<file path="src/rtl/bce_pkg.sv">
// ----------------------------------------------------------------------------
// bce_pkg: shared types, constants and microcode for the bech32 encoder.
// Holds the item structs, the polymod step, the charset and the control ROM.
// ----------------------------------------------------------------------------
package bce_pkg;

    // Default prefix capacity of the low-part store.
    localparam int MAX_PREFIX_DEF = 64;

    // Request and result payloads.
    typedef struct packed {
        logic [1:0] op;
        logic [6:0] prefix_char;
        logic [4:0] data_symbol;
    } in_item_t;

    typedef struct packed {
        logic [6:0] out_char;
        logic       last;
        logic       error;
    } out_item_t;

    // Request operation codes.
    localparam logic [1:0] OP_PREFIX = 2'd0;
    localparam logic [1:0] OP_DATA   = 2'd1;
    localparam logic [1:0] OP_FINISH = 2'd2;

    // Separator and error characters.
    localparam logic [6:0] SEP_CHAR  = 7'h31;
    localparam logic [6:0] NULL_CHAR = 7'h00;

    // Polymod generator and accumulator constants.
    localparam logic [29:0] GEN0      = 30'h3b6a57b2;
    localparam logic [29:0] GEN1      = 30'h26508e6d;
    localparam logic [29:0] GEN2      = 30'h1ea119fa;
    localparam logic [29:0] GEN3      = 30'h3d4233dd;
    localparam logic [29:0] GEN4      = 30'h2a1462b3;
    localparam logic [29:0] ACC_RESET = 30'd1;
    localparam logic [29:0] FINAL_XOR = 30'd1;

    // The 32-letter charset, first letter in the top byte.
    localparam logic [255:0] CHARSET = "qpzry9x8gf2tvdw0s3jn54khce6mua7l";

    // Loop counts of the finish routine, as the last counter value.
    localparam int FOLD_LAST = 4;
    localparam int CHK_LAST  = 5;

    // Microcode fields.
    typedef enum logic [2:0] {
        F_NONE, F_ZERO, F_PCHI, F_DSYM, F_MEM
    } fold_src_t;

    typedef enum logic [2:0] {
        E_NONE, E_ECHO, E_ERROR, E_SEP, E_LETTER, E_CHECK
    } emit_t;

    typedef enum logic [2:0] {
        J_NEXT, J_ALWAYS, J_DISPATCH, J_WALK_MORE, J_PFX_EMPTY,
        J_OP_FINISH, J_FOLD_MORE, J_CHK_MORE
    } jump_t;

    localparam int PC_W = 4;
    typedef logic [PC_W-1:0] pc_t;

    // Microprogram entry points and steps.
    localparam pc_t A_IDLE  = 4'd0;
    localparam pc_t A_PFX   = 4'd1;
    localparam pc_t A_ERR   = 4'd2;
    localparam pc_t A_CLOSE = 4'd3;
    localparam pc_t A_WALK  = 4'd4;
    localparam pc_t A_SEP   = 4'd5;
    localparam pc_t A_DATA  = 4'd6;
    localparam pc_t A_FIN   = 4'd7;
    localparam pc_t A_FOLD  = 4'd8;
    localparam pc_t A_PREP  = 4'd9;
    localparam pc_t A_CHECK = 4'd10;
    localparam pc_t A_CLEAR = 4'd11;

    typedef struct packed {
        fold_src_t fold_src;
        emit_t     emit;
        logic      store_wr;
        logic      walk_clr;
        logic      walk_inc;
        logic      set_dp;
        logic      clr_state;
        jump_t     jump;
        pc_t       target;
    } ctrl_t;

    // Datapath conditions seen by the sequencer.
    typedef struct packed {
        logic data_phase;
        logic pfx_full;
        logic pfx_empty;
        logic walk_more;
        logic fold_more;
        logic chk_more;
        logic op_finish;
    } status_t;

    // One polymod step: shift in a five-bit symbol and reduce.
    function automatic logic [29:0] fold(logic [29:0] acc, logic [4:0] sym);
        logic [4:0]  top;
        logic [29:0] r;
        begin
            top = acc[29:25];
            r   = {acc[24:0], sym};
            if (top[0]) r = r ^ GEN0;
            if (top[1]) r = r ^ GEN1;
            if (top[2]) r = r ^ GEN2;
            if (top[3]) r = r ^ GEN3;
            if (top[4]) r = r ^ GEN4;
            return r;
        end
    endfunction

    // Charset lookup of a five-bit value.
    function automatic logic [6:0] letter(logic [4:0] idx);
        logic [7:0] ch;
        begin
            ch = CHARSET[8 * (31 - int'(idx)) +: 8];
            return ch[6:0];
        end
    endfunction

    // Control ROM: one word per microprogram step.
    function automatic ctrl_t rom_word(pc_t pc);
        ctrl_t w;
        begin
            w          = '0;
            w.fold_src = F_NONE;
            w.emit     = E_NONE;
            w.jump     = J_NEXT;
            w.target   = A_IDLE;
            case (pc)
                A_IDLE:
                begin
                    w.jump = J_DISPATCH;
                end
                A_PFX:
                begin
                    w.fold_src = F_PCHI;
                    w.store_wr = 1'b1;
                    w.emit     = E_ECHO;
                    w.jump     = J_ALWAYS;
                    w.target   = A_IDLE;
                end
                A_ERR:
                begin
                    w.emit   = E_ERROR;
                    w.jump   = J_ALWAYS;
                    w.target = A_IDLE;
                end
                A_CLOSE:
                begin
                    w.fold_src = F_ZERO;
                    w.walk_clr = 1'b1;
                    w.jump     = J_PFX_EMPTY;
                    w.target   = A_SEP;
                end
                A_WALK:
                begin
                    w.fold_src = F_MEM;
                    w.walk_inc = 1'b1;
                    w.jump     = J_WALK_MORE;
                    w.target   = A_WALK;
                end
                A_SEP:
                begin
                    w.emit   = E_SEP;
                    w.set_dp = 1'b1;
                    w.jump   = J_OP_FINISH;
                    w.target = A_FIN;
                end
                A_DATA:
                begin
                    w.fold_src = F_DSYM;
                    w.emit     = E_LETTER;
                    w.jump     = J_ALWAYS;
                    w.target   = A_IDLE;
                end
                A_FIN:
                begin
                    w.fold_src = F_ZERO;
                    w.walk_clr = 1'b1;
                end
                A_FOLD:
                begin
                    w.fold_src = F_ZERO;
                    w.walk_inc = 1'b1;
                    w.jump     = J_FOLD_MORE;
                    w.target   = A_FOLD;
                end
                A_PREP:
                begin
                    w.walk_clr = 1'b1;
                end
                A_CHECK:
                begin
                    w.emit     = E_CHECK;
                    w.walk_inc = 1'b1;
                    w.jump     = J_CHK_MORE;
                    w.target   = A_CHECK;
                end
                A_CLEAR:
                begin
                    w.clr_state = 1'b1;
                    w.jump      = J_ALWAYS;
                    w.target    = A_IDLE;
                end
                default:
                begin
                    w.jump   = J_ALWAYS;
                    w.target = A_IDLE;
                end
            endcase
            return w;
        end
    endfunction

endpackage

</file>
<file path="src/rtl/bce_seq.sv">
// ----------------------------------------------------------------------------
// bce_seq: microcode sequencer.
// Steps through the control ROM, dispatches new requests and takes jumps.
// ----------------------------------------------------------------------------
module bce_seq (
    input  logic              clk,
    input  logic              rst_n,
    input  logic              sym_valid,
    input  logic [1:0]        sym_op,
    input  bce_pkg::status_t  status,
    input  logic              out_free,
    output bce_pkg::ctrl_t    ctrl,
    output logic              go,
    output logic              at_idle
);
    import bce_pkg::*;

    pc_t pc_reg;
    pc_t pc_next;
    pc_t entry;
    logic taken;

    // The current control word comes straight from the ROM.
    assign ctrl    = rom_word(pc_reg);
    assign at_idle = (pc_reg == A_IDLE);

    // A step waits for a request at idle, and for a free output slot if it emits.
    always_comb
    begin
        if (at_idle)
            go = sym_valid;
        else
            go = !((ctrl.emit != E_NONE) && !out_free);
    end

    // Entry point of the routine for a new request.
    always_comb
    begin
        case (sym_op)
            OP_PREFIX:
                entry = (status.data_phase || status.pfx_full) ? A_ERR : A_PFX;
            OP_DATA:
                entry = status.data_phase ? A_DATA : A_CLOSE;
            OP_FINISH:
                entry = status.data_phase ? A_FIN : A_CLOSE;
            default:
                entry = A_ERR;
        endcase
    end

    // Jump condition of the current word.
    always_comb
    begin
        case (ctrl.jump)
            J_NEXT:      taken = 1'b0;
            J_ALWAYS:    taken = 1'b1;
            J_WALK_MORE: taken = status.walk_more;
            J_PFX_EMPTY: taken = status.pfx_empty;
            J_OP_FINISH: taken = status.op_finish;
            J_FOLD_MORE: taken = status.fold_more;
            J_CHK_MORE:  taken = status.chk_more;
            default:     taken = 1'b0;
        endcase
    end

    // Next step.
    always_comb
    begin
        pc_next = pc_reg;
        if (go)
        begin
            if (ctrl.jump == J_DISPATCH)
                pc_next = entry;
            else if (taken)
                pc_next = ctrl.target;
            else
                pc_next = pc_reg + 1'b1;
        end
    end

    // Step counter.
    always_ff @(posedge clk or negedge rst_n)
    begin
        if (!rst_n)
            pc_reg <= A_IDLE;
        else
            pc_reg <= pc_next;
    end

endmodule

</file>
<file path="src/rtl/bce_dp.sv">
// ----------------------------------------------------------------------------
// bce_dp: encoder datapath.
// Polymod accumulator, prefix low-part memory, counters and output register.
// ----------------------------------------------------------------------------
module bce_dp #(
    parameter int MAX_PREFIX = bce_pkg::MAX_PREFIX_DEF
) (
    input  logic                clk,
    input  logic                rst_n,
    input  bce_pkg::ctrl_t      ctrl,
    input  logic                go,
    input  logic                accept,
    input  bce_pkg::in_item_t   item,
    input  logic                chr_stall,
    output bce_pkg::status_t    status,
    output logic                out_free,
    output logic                chr_valid,
    output bce_pkg::out_item_t  chr_data
);
    import bce_pkg::*;

    localparam int CNT_W  = $clog2(MAX_PREFIX + 1);
    localparam int ADDR_W = (MAX_PREFIX > 1) ? $clog2(MAX_PREFIX) : 1;
    localparam int WALK_W = (CNT_W > 3) ? CNT_W : 3;

    in_item_t          item_reg;
    logic [29:0]       acc_reg;
    logic [29:0]       acc_next;
    logic [CNT_W-1:0]  count_reg;
    logic [CNT_W-1:0]  count_next;
    logic              dp_reg;
    logic              dp_next;
    logic [WALK_W-1:0] walk_reg;
    logic [WALK_W-1:0] walk_next;
    logic [4:0]        rd_data_reg;
    logic [ADDR_W-1:0] rd_addr;
    logic [4:0]        fold_sym;
    logic [29:0]       mod;
    logic [4:0]        group;
    logic              out_valid_reg;
    logic              out_valid_next;
    out_item_t         out_reg;
    out_item_t         out_next;
    logic              emit_go;

    logic [4:0] low_part_mem [MAX_PREFIX];

    assign emit_go = go && (ctrl.emit != E_NONE);

    // Conditions for the sequencer.
    always_comb
    begin
        status.data_phase = dp_reg;
        status.pfx_full   = (count_reg == CNT_W'(MAX_PREFIX));
        status.pfx_empty  = (count_reg == '0);
        status.walk_more  = ((WALK_W + 1)'(walk_reg) + 1'b1) < (WALK_W + 1)'(count_reg);
        status.fold_more  = (walk_reg != WALK_W'(FOLD_LAST));
        status.chk_more   = (walk_reg != WALK_W'(CHK_LAST));
        status.op_finish  = (item_reg.op == OP_FINISH);
    end

    // Walk counter, also used as loop counter in the finish routine.
    always_comb
    begin
        walk_next = walk_reg;
        if (go && ctrl.walk_clr)
            walk_next = '0;
        else if (go && ctrl.walk_inc)
            walk_next = walk_reg + 1'b1;
    end

    // Read one ahead, so the registered data matches the walk counter.
    assign rd_addr = (walk_next < WALK_W'(MAX_PREFIX)) ? walk_next[ADDR_W-1:0] : '0;

    // Symbol folded into the polymod this step.
    always_comb
    begin
        case (ctrl.fold_src)
            F_ZERO:  fold_sym = 5'd0;
            F_PCHI:  fold_sym = {3'b000, item_reg.prefix_char[6:5]};
            F_DSYM:  fold_sym = item_reg.data_symbol;
            F_MEM:   fold_sym = rd_data_reg;
            default: fold_sym = 5'd0;
        endcase
    end

    // Accumulator, prefix count and phase flag.
    always_comb
    begin
        acc_next   = acc_reg;
        count_next = count_reg;
        dp_next    = dp_reg;
        if (go && ctrl.clr_state)
        begin
            acc_next   = ACC_RESET;
            count_next = '0;
            dp_next    = 1'b0;
        end
        else if (go)
        begin
            if (ctrl.fold_src != F_NONE)
                acc_next = fold(acc_reg, fold_sym);
            if (ctrl.store_wr)
                count_next = count_reg + 1'b1;
            if (ctrl.set_dp)
                dp_next = 1'b1;
        end
    end

    // Checksum group picked by the loop counter, most significant first.
    assign mod = acc_reg ^ FINAL_XOR;

    always_comb
    begin
        case (walk_reg[2:0])
            3'd0:    group = mod[29:25];
            3'd1:    group = mod[24:20];
            3'd2:    group = mod[19:15];
            3'd3:    group = mod[14:10];
            3'd4:    group = mod[9:5];
            default: group = mod[4:0];
        endcase
    end

    // Result character for the emitting step.
    always_comb
    begin
        out_next       = out_reg;
        out_next.last  = 1'b0;
        out_next.error = 1'b0;
        case (ctrl.emit)
            E_ECHO:   out_next.out_char = item_reg.prefix_char;
            E_SEP:    out_next.out_char = SEP_CHAR;
            E_LETTER: out_next.out_char = letter(item_reg.data_symbol);
            E_CHECK:
            begin
                out_next.out_char = letter(group);
                out_next.last     = (walk_reg == WALK_W'(CHK_LAST));
            end
            E_ERROR:
            begin
                out_next.out_char = NULL_CHAR;
                out_next.error    = 1'b1;
            end
            default:  out_next.out_char = NULL_CHAR;
        endcase
    end

    // The output slot frees up when the receiver takes its result.
    assign out_free = !out_valid_reg || !chr_stall;

    always_comb
    begin
        if (emit_go)
            out_valid_next = 1'b1;
        else if (!chr_stall)
            out_valid_next = 1'b0;
        else
            out_valid_next = out_valid_reg;
    end

    assign chr_valid = out_valid_reg;
    assign chr_data  = out_reg;

    // Control registers.
    always_ff @(posedge clk or negedge rst_n)
    begin
        if (!rst_n)
        begin
            acc_reg       <= ACC_RESET;
            count_reg     <= '0;
            dp_reg        <= 1'b0;
            walk_reg      <= '0;
            out_valid_reg <= 1'b0;
        end
        else
        begin
            acc_reg       <= acc_next;
            count_reg     <= count_next;
            dp_reg        <= dp_next;
            walk_reg      <= walk_next;
            out_valid_reg <= out_valid_next;
        end
    end

    // Payload registers: request copy and result.
    always_ff @(posedge clk)
    begin
        if (accept)
            item_reg <= item;
        if (emit_go)
            out_reg <= out_next;
    end

    // Low-part store: one write, one registered read per cycle.
    always_ff @(posedge clk)
    begin
        if (go && ctrl.store_wr)
            low_part_mem[count_reg[ADDR_W-1:0]] <= item_reg.prefix_char[4:0];
        rd_data_reg <= low_part_mem[rd_addr];
    end

endmodule

</file>
<file path="src/rtl/bech32_checksum_encoder.sv">
// ----------------------------------------------------------------------------
// bech32_checksum_encoder: streaming bech32 string encoder.
// Requests enter on sym_valid/sym_stall/sym_data: prefix characters, data
// symbols, then a finish request. Encoded ASCII leaves one character per
// result on chr_valid/chr_stall/chr_data, with last on the final checksum
// letter and error on a rejected request.
// A prefix character or data symbol is accepted at the idle step, then its
// own ROM step loads its result into the output register. The first data
// symbol (or a finish with no data) closes the prefix: it adds a close step,
// a separator step and one walk step per stored prefix character, as the ROM
// walks the low-part memory one read port entry per step. Finish runs six
// polymod folds, a setup step, six emitted letters, a clear and the idle step.
// A new request is taken only when the sequencer is back at its idle step.
// Reset returns the accumulator, prefix count and phase to an empty string.
// While the receiver stalls, the held result stays and the sequencer waits
// at its next emitting step.
// ----------------------------------------------------------------------------
module bech32_checksum_encoder #(
    parameter int MAX_PREFIX = bce_pkg::MAX_PREFIX_DEF
) (
    input  logic                clk,
    input  logic                rst_n,
    input  logic                sym_valid,
    output logic                sym_stall,
    input  bce_pkg::in_item_t   sym_data,
    output logic                chr_valid,
    input  logic                chr_stall,
    output bce_pkg::out_item_t  chr_data
);
    import bce_pkg::*;

    ctrl_t   ctrl;
    status_t status;
    logic    go;
    logic    at_idle;
    logic    out_free;
    logic    accept;

    // Requests are taken only at the idle step.
    assign sym_stall = !at_idle;
    assign accept    = sym_valid && at_idle;

    // Microcode sequencer.
    bce_seq u_seq (
        .clk       (clk),
        .rst_n     (rst_n),
        .sym_valid (sym_valid),
        .sym_op    (sym_data.op),
        .status    (status),
        .out_free  (out_free),
        .ctrl      (ctrl),
        .go        (go),
        .at_idle   (at_idle)
    );

    // Datapath.
    bce_dp #(
        .MAX_PREFIX (MAX_PREFIX)
    ) u_dp (
        .clk       (clk),
        .rst_n     (rst_n),
        .ctrl      (ctrl),
        .go        (go),
        .accept    (accept),
        .item      (sym_data),
        .chr_stall (chr_stall),
        .status    (status),
        .out_free  (out_free),
        .chr_valid (chr_valid),
        .chr_data  (chr_data)
    );

endmodule
</file>
<file path="config.mk">
export PLATFORM = sky130hd
export DESIGN_NAME = bech32_checksum_encoder
export DESIGN_NICKNAME = d
export VERILOG_FILES = /design/src/rtl/bce_pkg.sv /design/src/rtl/bce_seq.sv /design/src/rtl/bce_dp.sv /design/src/rtl/bech32_checksum_encoder.sv
export SDC_FILE = /design/constraint.sdc
export NUM_CORES = 1
export LEC_CHECK = 0
export ABC_AREA = 1
export BUFFER_PORTS_ARGS = -buffer_cell sky130_fd_sc_hd__buf_2
export CORE_MARGIN = 2
export CORE_UTILIZATION = 57
export CTS_CLUSTER_DIAMETER = 60
export DETAILED_ROUTE_END_ITERATION = 10
export PLACE_DENSITY = 0.82
export SLEW_MARGIN = 5
export SYNTH_ARGS = -nofsm -noshare
export SYNTH_HDL_FRONTEND = slang
export SYNTH_HIERARCHICAL = 1
export SYNTH_SLANG_ARGS = --single-unit
</file>
<file path="constraint.sdc">
create_clock -name clk -period 3.1 [get_ports clk]
set_clock_uncertainty 0.05 [all_clocks]
set_input_delay 0.31 -clock clk [delete_from_list [all_inputs] [get_ports clk]]
set_output_delay 0.31 -clock clk [all_outputs]
set_load 0.02 [all_outputs]
</file>
==> impl_metrics.py, run 1 <==
metrics = {
    "status": {
        "status": "complete, but fails checks",
        "violations": "negative setup slack",
    },
    "yosys": {
        "ys_warn_count": 6,
        "syn-cell-area_um2": 19300,
        "synth_fp_nets": 1940,
        "syn_inst": 1901,
        "post_synth.cell_area_avg_um2": 10.1,
    },
    "setup_path": {
        "reg2regPathDepth": 20,
        "r2r_start": "u_seq/pc_reg[2]",
        "required_ns": 3.49,
        "critPathKind": "reg -> reg",
        "startpoint_type": "flip-flop",
        "end_kind": "flip-flop",
        "crit_fanout": 7,
        "worstReg2RegEnd": "u_dp/rd_data_reg[2]",
        "reg2reg_slack_ns": -0.005,
        "cp.arrival_ns": 3.50,
    },
    "min_path": {
        "hold_end": "u_seq/pc_reg[3]",
        "hp-class": "in -> reg",
        "hold_depth": 5,
        "holdCritStartpoint": "sym_valid",
    },
    "clock_tree": {
        "clk_pin_slew_ns": 0.06,
        "cts_num_sinks": 398,
        "cts_max_level": 2,
        "cts_buffers": 43,
        "insertion_delay_ns": 0.56,
        "cts_tree": "done",
        "root_buffer": "clkbuf_16",
        "cts_buffer_depth": 3,
    },
    "floorplanning": {
        "dieWidth_um": 188,
        "die_y_um": 188,
        "rows": 67,
        "core_area_um2": 33400,
        "dieArea_um2": 35300,
        "initial_core_util": 0.577,
        "io_pins": 29,
    },
    "timing": {
        "period_share": 1.00,
        "slew_headroom": 0.363,
        "setup_violations": 1,
        "period_needed_ns": 3.10,
        "hold_violations": 0,
        "grt_setup_unrepaired": "yes",
        "layout_setup_ws_ns": -0.00456,
        "fmax_mhz": 322,
        "tns_ns": -0.00456,
        "tightest_slew_ns": 0.956,
        "slew_violations": 0,
    },
    "place": {
        "dp.cells": 2367,
        "routabilityCongestion": 0.913,
        "dpl.hpwl_mm": 30.1,
        "port_buffers": 28,
    },
    "drt": {
        "ant_nets": 0,
        "viasPerCell": 6.13,
        "wl_per_cell_um": 21.3,
        "drtIter0Drc": 2167,
        "via_count": 15300,
        "wl_mm": 53.2,
        "drc": 0,
        "drtPass1Iterations": 5,
    },
    "cells_and_area": {
        "final_cell_mix": "343 x edfxtp_1, 293 x nand3_1, 244 x inv_1",
        "layout.cells.non_filler": 2497,
        "finalNetCount": 2056,
        "final.fill_count": 2235,
        "largest_reg_flops": 320,
        "area_growth_pct": 20.0,
        "mostFrequentLayoutCell": "edfxtp_1",
        "drive_above_1_share": 0.204,
        "n_antenna_cell": 0,
    },
    "global_routing": {
        "antenna_found_initial": 0,
        "grt_first_pass_wirelength_mm": 75.6,
        "grt_pass1_vias": 14000,
        "grt_max_degree": 66,
        "grt_remaining_overflow": 0,
        "grt_usage": 0.274,
    },
    "job": {
        "max_cap_violations": 0,
    },
}
==> critical path, cell delays in order, from the launching register on <==
cell       delay [ns]
dfrtp_2          0.44
inv_2            0.10
nor2_1           0.22
nand2_1          0.15
nand2_2          0.11
o21ai_2          0.06
o21ai_2          0.08
inv_2            0.09
nand2_4          0.12
nand2_2          0.06
nor3b_4          0.16
buf_4            0.14
buf_12           0.15
buf_4            0.15
or2_2            0.27
o2111ai_1        0.10
nand3_1          0.15
nand3_1          0.12
nand3_2          0.10
nand3_2          0.09
nand2_1          0.05
==> worst max-delay path by stage <==
stage | start | to | slack [ns] | cells after the start
after floorplan | u_seq/pc_reg[0] | u_dp/rd_data_reg[4] | 0.07 | 24
after global placement | u_seq/pc_reg[0] | u_dp/rd_data_reg[1] | -0.01 | 22
after detailed placement | u_seq/pc_reg[0] | u_dp/rd_data_reg[2] | -0.11 | 22
after CTS | u_seq/pc_reg[0] | u_dp/rd_data_reg[3] | 0.00009 | 22
after global routing | u_seq/pc_reg[2] | u_dp/rd_data_reg[4] | -0.19 | 20
final | u_seq/pc_reg[2] | u_dp/rd_data_reg[2] | -0.005 | 20
==> per-stage QoR <==
stage,hold WS [ns],utilization,setup slack [ns],area [um2]
after floorplan,-0.0356,-,0.0706,19300
after global placement,0.339,0.611,-0.0108,20400
after detailed placement,0.345,0.611,-0.113,20400
after CTS,0.185,0.661,0.0000873,22100
after global routing,0.224,0.692,-0.187,23100
final,0.197,0.692,-0.00456,23100
==> what timing repair did <==
action	4_1_cts	5_1_grt
endpoints found under the hold margin	43	0
gates cloned	3	16
setup endpoints to repair	5	145
gates resized for setup	24	145
setup buffers	6	13
pin swaps	7	37
hold buffers	16	0
==> layer usage <==
| metal | vias up | global-route usage | part of all wire |
|---|---|---|---|
| met3 | 203 | 0.0445 | 0.11 |
| met5 | - | 0 | 0 |
| li1 | 6763 | - | - |
| met4 | 0 | 0.114 | 0.043 |
| met2 | 1073 | 0.451 | 0.48 |
| met1 | 7276 | 0.364 | 0.37 |
==> layout make-up <==
type / instances / area [um2] / area share
Tap cell: 448 / 561 / 0.0242
Multi-Input combinational cell: 1144 / 6810 / 0.294
Sequential cell: 398 / 11700 / 0.504
Inverter: 264 / 998 / 0.0431
Timing Repair Buffer: 166 / 1810 / 0.0782
Clock inverter: 29 / 210 / 0.00908
Clock buffer: 48 / 1090 / 0.0473
Power of run 1 is left out: the tool's default activity adds up to more than one toggle a clock period on the data nets, which glitch-free logic cannot reach.
==> inputs of run 2 (changes only) <==
--- a/config.mk
+++ b/config.mk
@@ -12,6 +12,7 @@
 export CTS_CLUSTER_DIAMETER = 60
 export DETAILED_ROUTE_END_ITERATION = 10
 export PLACE_DENSITY = 0.82
+export RECOVER_POWER = 25
 export SLEW_MARGIN = 5
 export SYNTH_ARGS = -nofsm -noshare
 export SYNTH_HDL_FRONTEND = slang
==> run 2 against run 1 <==
Compared with the run above: the flow finishes with violations (max-capacitance violations, max-slew violations, negative setup slack); maximum frequency decreased by 0.55%; hold slack gained 0.0011 ns; routed wire length down 0.15%; setup slack got worse by 0.017 ns.
==> impl_metrics.py, run 2 (synthesized netlist as in run 1, its figures left out) <==
metrics = {
    "status": {
        "status": "complete, but fails checks",
        "violations": "max-capacitance violations, max-slew violations, negative setup slack",
    },
    "clock_tree": {
        "cts_num_sinks": 398,
        "clk_pin_slew_ns": 0.06,
        "root_buffer": "clkbuf_16",
        "cts_tree": "done",
        "cts_buffers": 43,
        "cts_buffer_depth": 3,
        "cts_max_level": 2,
        "insertion_delay_ns": 0.56,
    },
    "cells_and_area": {
        "finalNetCount": 2056,
        "largest_reg_flops": 320,
        "area_growth_pct": 19.9,
        "n_antenna_cell": 0,
        "final_cell_mix": "343 x edfxtp_1, 293 x nand3_1, 244 x inv_1",
        "mostFrequentLayoutCell": "edfxtp_1",
        "drive_above_1_share": 0.201,
    },
    "place": {
        "routabilityCongestion": 0.913,
        "dpl.hpwl_mm": 30.1,
        "post-place-ws_ns": -0.113,
        "port_buffers": 28,
    },
    "setup_path": {
        "startpoint_type": "flip-flop",
        "required_ns": 3.49,
        "max_stage_delay_ns": 0.44,
        "path_buf_inv": 5,
        "crit_fanout": 7,
        "crit_slowest_cell": "dfrtp_2",
        "crit_family": "simple AND/OR/NAND/NOR gates",
        "critPathKind": "reg -> reg",
        "cp.arrival_ns": 3.51,
        "end_kind": "flip-flop",
        "path_cells": "inv_2 -> nor2_1 -> nand2_1 -> nand2_2 -> o21ai_2 -> o21ai_2 -> inv_2 -> nand2_4 -> nand2_2 -> nor3b_4 -> buf_4 -> buf_12 -> buf_4 -> or2_2 -> o2111ai_1 -> nand3_1 -> nand3_1 -> nand3_2 -> nand3_2 -> nand2_1",
    },
    "global_routing": {
        "antenna_found_initial": 0,
        "grt_first_pass_wirelength_mm": 75.6,
        "grt_usage": 0.274,
        "grt_max_degree": 66,
        "grt_remaining_overflow": 0,
        "grt_pass1_vias": 14000,
    },
    "job": {
        "max_cap_violations": 3,
    },
    "floorplanning": {
        "initial_core_util": 0.577,
        "dieArea_um2": 35300,
        "rows": 67,
        "core_area_um2": 33400,
        "io_pins": 29,
        "dieWidth_um": 188,
        "die_y_um": 188,
    },
    "timing": {
        "setup_violations": 2,
        "grt_setup_unrepaired": "yes",
        "period_share": 1.01,
        "period_needed_ns": 3.12,
        "slew_headroom": -0.145,
        "layout_setup_ws_ns": -0.0218,
        "fmax_mhz": 320,
        "slew_violations": 162,
        "tightest_slew_ns": 1.72,
        "hold_violations": 0,
    },
    "drt": {
        "ant_nets": 0,
        "wl_mm": 53.1,
        "drtPass1Iterations": 8,
        "drc": 0,
        "wl_per_cell_um": 21.3,
        "viasPerCell": 6.13,
        "drtIter0Drc": 2165,
        "via_count": 15300,
    },
    "min_path": {
        "hp-class": "in -> reg",
    },
}
==> run 2: through the flow <==
| stage | utilization | hold WS [ns] | area (um2) | std cells | setup TNS (ns) |
|---|---|---|---|---|---|
| finish | 0.692 | 0.198 | 23100 | 2497 | -0.0353 |
| global route | 0.692 | 0.224 | 23100 | 2497 | -2.54 |
| CTS | 0.661 | 0.185 | 22100 | 2469 | 0 |
| detailed placement | 0.611 | 0.345 | 20400 | 2367 | -0.458 |
| global placement | 0.611 | 0.339 | 20400 | 2367 | -0.0199 |
| floorplan | - | -0.0356 | 19300 | 1901 | 0 |
==> run 2: what timing repair did <==
action,CTS,global route
hold buffers,16,0
gates cloned,3,16
endpoints found under the setup margin,5,145
buffers inserted,6,13
pin swaps,7,37
gates resized for setup,24,145
hold endpoints to repair,43,0
==> run 2: final cells by class <==
cell class,count,area [um2]
fillers,2236,10300
clock buffers,48,1090
inverters,264,998
clock inverters,29,210
flip-flops and latches,398,11700
repair buffers,166,1790
multi-input cells,1144,6810
well taps,448,561
==> run 2: worst reg2reg max path, stage by stage, from the launching register on <==
cell	delay, ns
dfrtp_2	0.44
inv_2	0.10
nor2_1	0.22
nand2_1	0.16
nand2_2	0.11
o21ai_2	0.06
o21ai_2	0.08
inv_2	0.09
nand2_4	0.12
nand2_2	0.07
nor3b_4	0.16
buf_4	0.14
buf_12	0.15
buf_4	0.16
or2_2	0.27
o2111ai_1	0.10
nand3_1	0.15
nand3_1	0.12
nand3_2	0.10
nand3_2	0.10
nand2_1	0.06
==> run 2: path summary, 6_finish.rpt <==
kind	start	end	slack, ns	cells after the start
setup reg to reg	u_seq/pc_reg[2]	u_dp/rd_data_reg[2]	-0.02	20
hold / removal	sym_valid	u_seq/pc_reg[3]	0.20	5
max in group asynchronous	rst_n	u_seq/pc_reg[0]	0.85	3
hold reg to reg	u_dp/chr_valid	u_dp/chr_valid	0.47	2
min in group asynchronous	rst_n	u_dp/acc_reg[25]	0.69	2
setup / recovery	u_seq/pc_reg[2]	u_dp/rd_data_reg[2]	-0.02	20
==> run 2: metal layers <==
layer | track usage | vias up | part of all wire
met5 | 0 | - | 0
met1 | 0.364 | 7296 | 0.37
li1 | - | 6763 | -
met2 | 0.451 | 1053 | 0.48
met4 | 0.114 | 0 | 0.042
met3 | 0.0445 | 197 | 0.11
Power of run 2 is left out for the same reason.
==> inputs of run 3 (changes only) <==
--- a/config.mk
+++ b/config.mk
@@ -5,7 +5,6 @@
 export SDC_FILE = /design/constraint.sdc
 export NUM_CORES = 1
 export LEC_CHECK = 0
-export ABC_AREA = 1
 export BUFFER_PORTS_ARGS = -buffer_cell sky130_fd_sc_hd__buf_2
 export CORE_MARGIN = 2
 export CORE_UTILIZATION = 57
==> run 3 against run 2 <==
Compared with the run above: the run still ends with max-capacitance violations, max-slew violations, negative setup slack left; non-clock buffer count increased by 100; count of clock-buffer cells in the layout grew 5; maximum frequency is 17% lower; global-route usage increased by 4.1 points; area after synthesis down 6.8%; setup slack worse by 0.62 ns; sequential share of layout area increased by 0.71 points; critical path type unchanged.
==> impl_metrics.py, run 3 <==
metrics = {
    "timing": {
        "tightest_slew_ns": 1.91,
        "setup_violations": 9,
        "hold_violations": 0,
        "layout_setup_ws_ns": -0.644,
        "slew_violations": 97,
        "period_needed_ns": 3.74,
        "fmax_mhz": 267,
        "tns_ns": -3.43,
        "grt_setup_unrepaired": "yes",
        "period_share": 1.21,
        "slew_headroom": -0.271,
    },
    "yosys": {
        "ys_warn_count": 6,
        "post_synth.cell_area_avg_um2": 13.0,
        "syn_inst": 1380,
        "syn-cell-area_um2": 18000,
        "synth_fp_nets": 1419,
    },
    "clock_tree": {
        "root_buffer": "clkbuf_16",
        "cts_tree": "done",
        "clk_pin_slew_ns": 0.07,
        "cts_num_sinks": 398,
        "cts_max_level": 2,
        "cts_buffer_depth": 3,
        "cts_buffers": 42,
        "insertion_delay_ns": 0.57,
    },
    "floorplanning": {
        "rows": 65,
        "die_y_um": 182,
        "core_area_um2": 31300,
        "initial_core_util": 0.574,
        "dieArea_um2": 33000,
        "dieWidth_um": 182,
        "io_pins": 29,
    },
    "global_routing": {
        "grt_max_degree": 66,
        "grt_remaining_overflow": 0,
        "grt_pass1_vias": 13500,
        "grt_first_pass_wirelength_mm": 79.0,
        "grt_usage": 0.315,
        "antenna_found_initial": 0,
    },
    "cells_and_area": {
        "drive_above_1_share": 0.321,
        "area_growth_pct": 26.8,
        "final.fill_count": 1690,
        "n_antenna_cell": 0,
        "final_cell_mix": "343 x edfxtp_1, 184 x buf_4, 121 x nand2_1",
        "mostFrequentLayoutCell": "edfxtp_1",
        "layout.cells.non_filler": 2039,
        "finalNetCount": 1644,
        "largest_reg_flops": 320,
    },
    "min_path": {
        "hp-class": "in -> reg",
    },
    "job": {
        "max_cap_violations": 2,
    },
    "drt": {
        "wl_per_cell_um": 27.1,
        "ant_nets": 0,
        "viasPerCell": 6.87,
        "drtIter0Drc": 2215,
        "drtPass1Iterations": 7,
        "wl_mm": 55.3,
        "via_count": 14000,
        "drc": 0,
    },
    "place": {
        "dpl.hpwl_mm": 30.6,
        "routabilityCongestion": 0.956,
        "port_buffers": 28,
        "dp.cells": 1903,
    },
    "setup_path": {
        "cp.arrival_ns": 4.12,
        "end_kind": "flip-flop",
        "crit_fanout": 8,
        "startpoint_type": "flip-flop",
        "required_ns": 3.47,
        "critPathKind": "reg -> reg",
    },
    "status": {
        "violations": "max-capacitance violations, max-slew violations, negative setup slack",
        "status": "complete, but fails checks",
    },
    "power_and_ir_drop": {
        "ir_worst_vdd_mv": 0.528,
        "power.total_uw": 20500,
        "p_leak_uw": 0.00780,
        "powerDensity_nw_per_um2": 901,
    },
}
run 3: final cells by class:
class	count	area, um2	area share
well taps	402	503	0.0221
multi-input cells	866	6980	0.306
repair buffers	266	2280	0.100
clock inverters	23	164	0.00719
flip-flops and latches	398	11700	0.511
inverters	31	120	0.00527
clock buffers	53	1090	0.0479
run 3: per-layer routing:
metal / share of wire / track usage
met5: 0 / 0
met3: 0.13 / 0.0704
met4: 0.076 / 0.191
met2: 0.46 / 0.503
met1: 0.34 / 0.396
run 3: through the flow:
stage	cell area, um2	setup slack [ns]	util	hold slack [ns]
global placement	19700	-0.747	0.630	0.362
finish	22800	-0.644	0.728	0.147
detailed placement	19700	-0.921	0.630	0.365
floorplan	18100	-0.248	-	-0.0356
CTS	21900	-0.318	0.701	0.151
global route	22800	-0.786	0.728	0.171
run 3: worst paths after layout:
kind	from	to	slack [ns]	cells after the start
worst max register to register	u_seq/pc_reg[0]	u_dp/rd_data_reg[3]	-0.64	14
worst max-delay path	u_seq/pc_reg[0]	u_dp/rd_data_reg[3]	-0.64	14
worst min register to register	u_dp/acc_reg[5]	u_dp/acc_reg[5]	0.49	2
worst min-delay path	sym_valid	u_seq/pc_reg[1]	0.15	3
max in group asynchronous	rst_n	u_dp/acc_reg[20]	0.84	3
min in group asynchronous	rst_n	u_seq/pc_reg[0]	0.77	2
run 3: critical path, cell delays in order (launching register included):
cell and delay [ns]:
dfrtp_1 0.42, inv_2 0.10, ha_4 0.15, nand2b_4 0.05, or2_4 0.27, a21oi_4 0.27, nand3b_1 0.22, a2111oi_4 0.41
or3_4 0.31, buf_8 0.17, buf_12 0.14, mux2i_1 0.20, o221ai_1 0.16, o211ai_1 0.48, o32ai_1 0.18
run 3: what timing repair did:
item                                    in CTS  in global routing
setup buffers                               32                  9
cloned                                       3                  3
resized for setup                          111                173
hold buffers                                15                  0
endpoints found under the hold margin       42                  0
endpoints found under the setup margin      90                335
pin swaps                                   41                 41
run 3: report_power, final:
group	internal [uW]	switching (uW)	total [uW]	leakage, uW
Combinational	3410	5230	8640	0.00342
Sequential	6640	543	7180	0.00375
Clock	2540	2180	4720	0.000624
Total	12600	7950	20500	0.00780
Note: power is estimated with default switching activity, not from simulation.
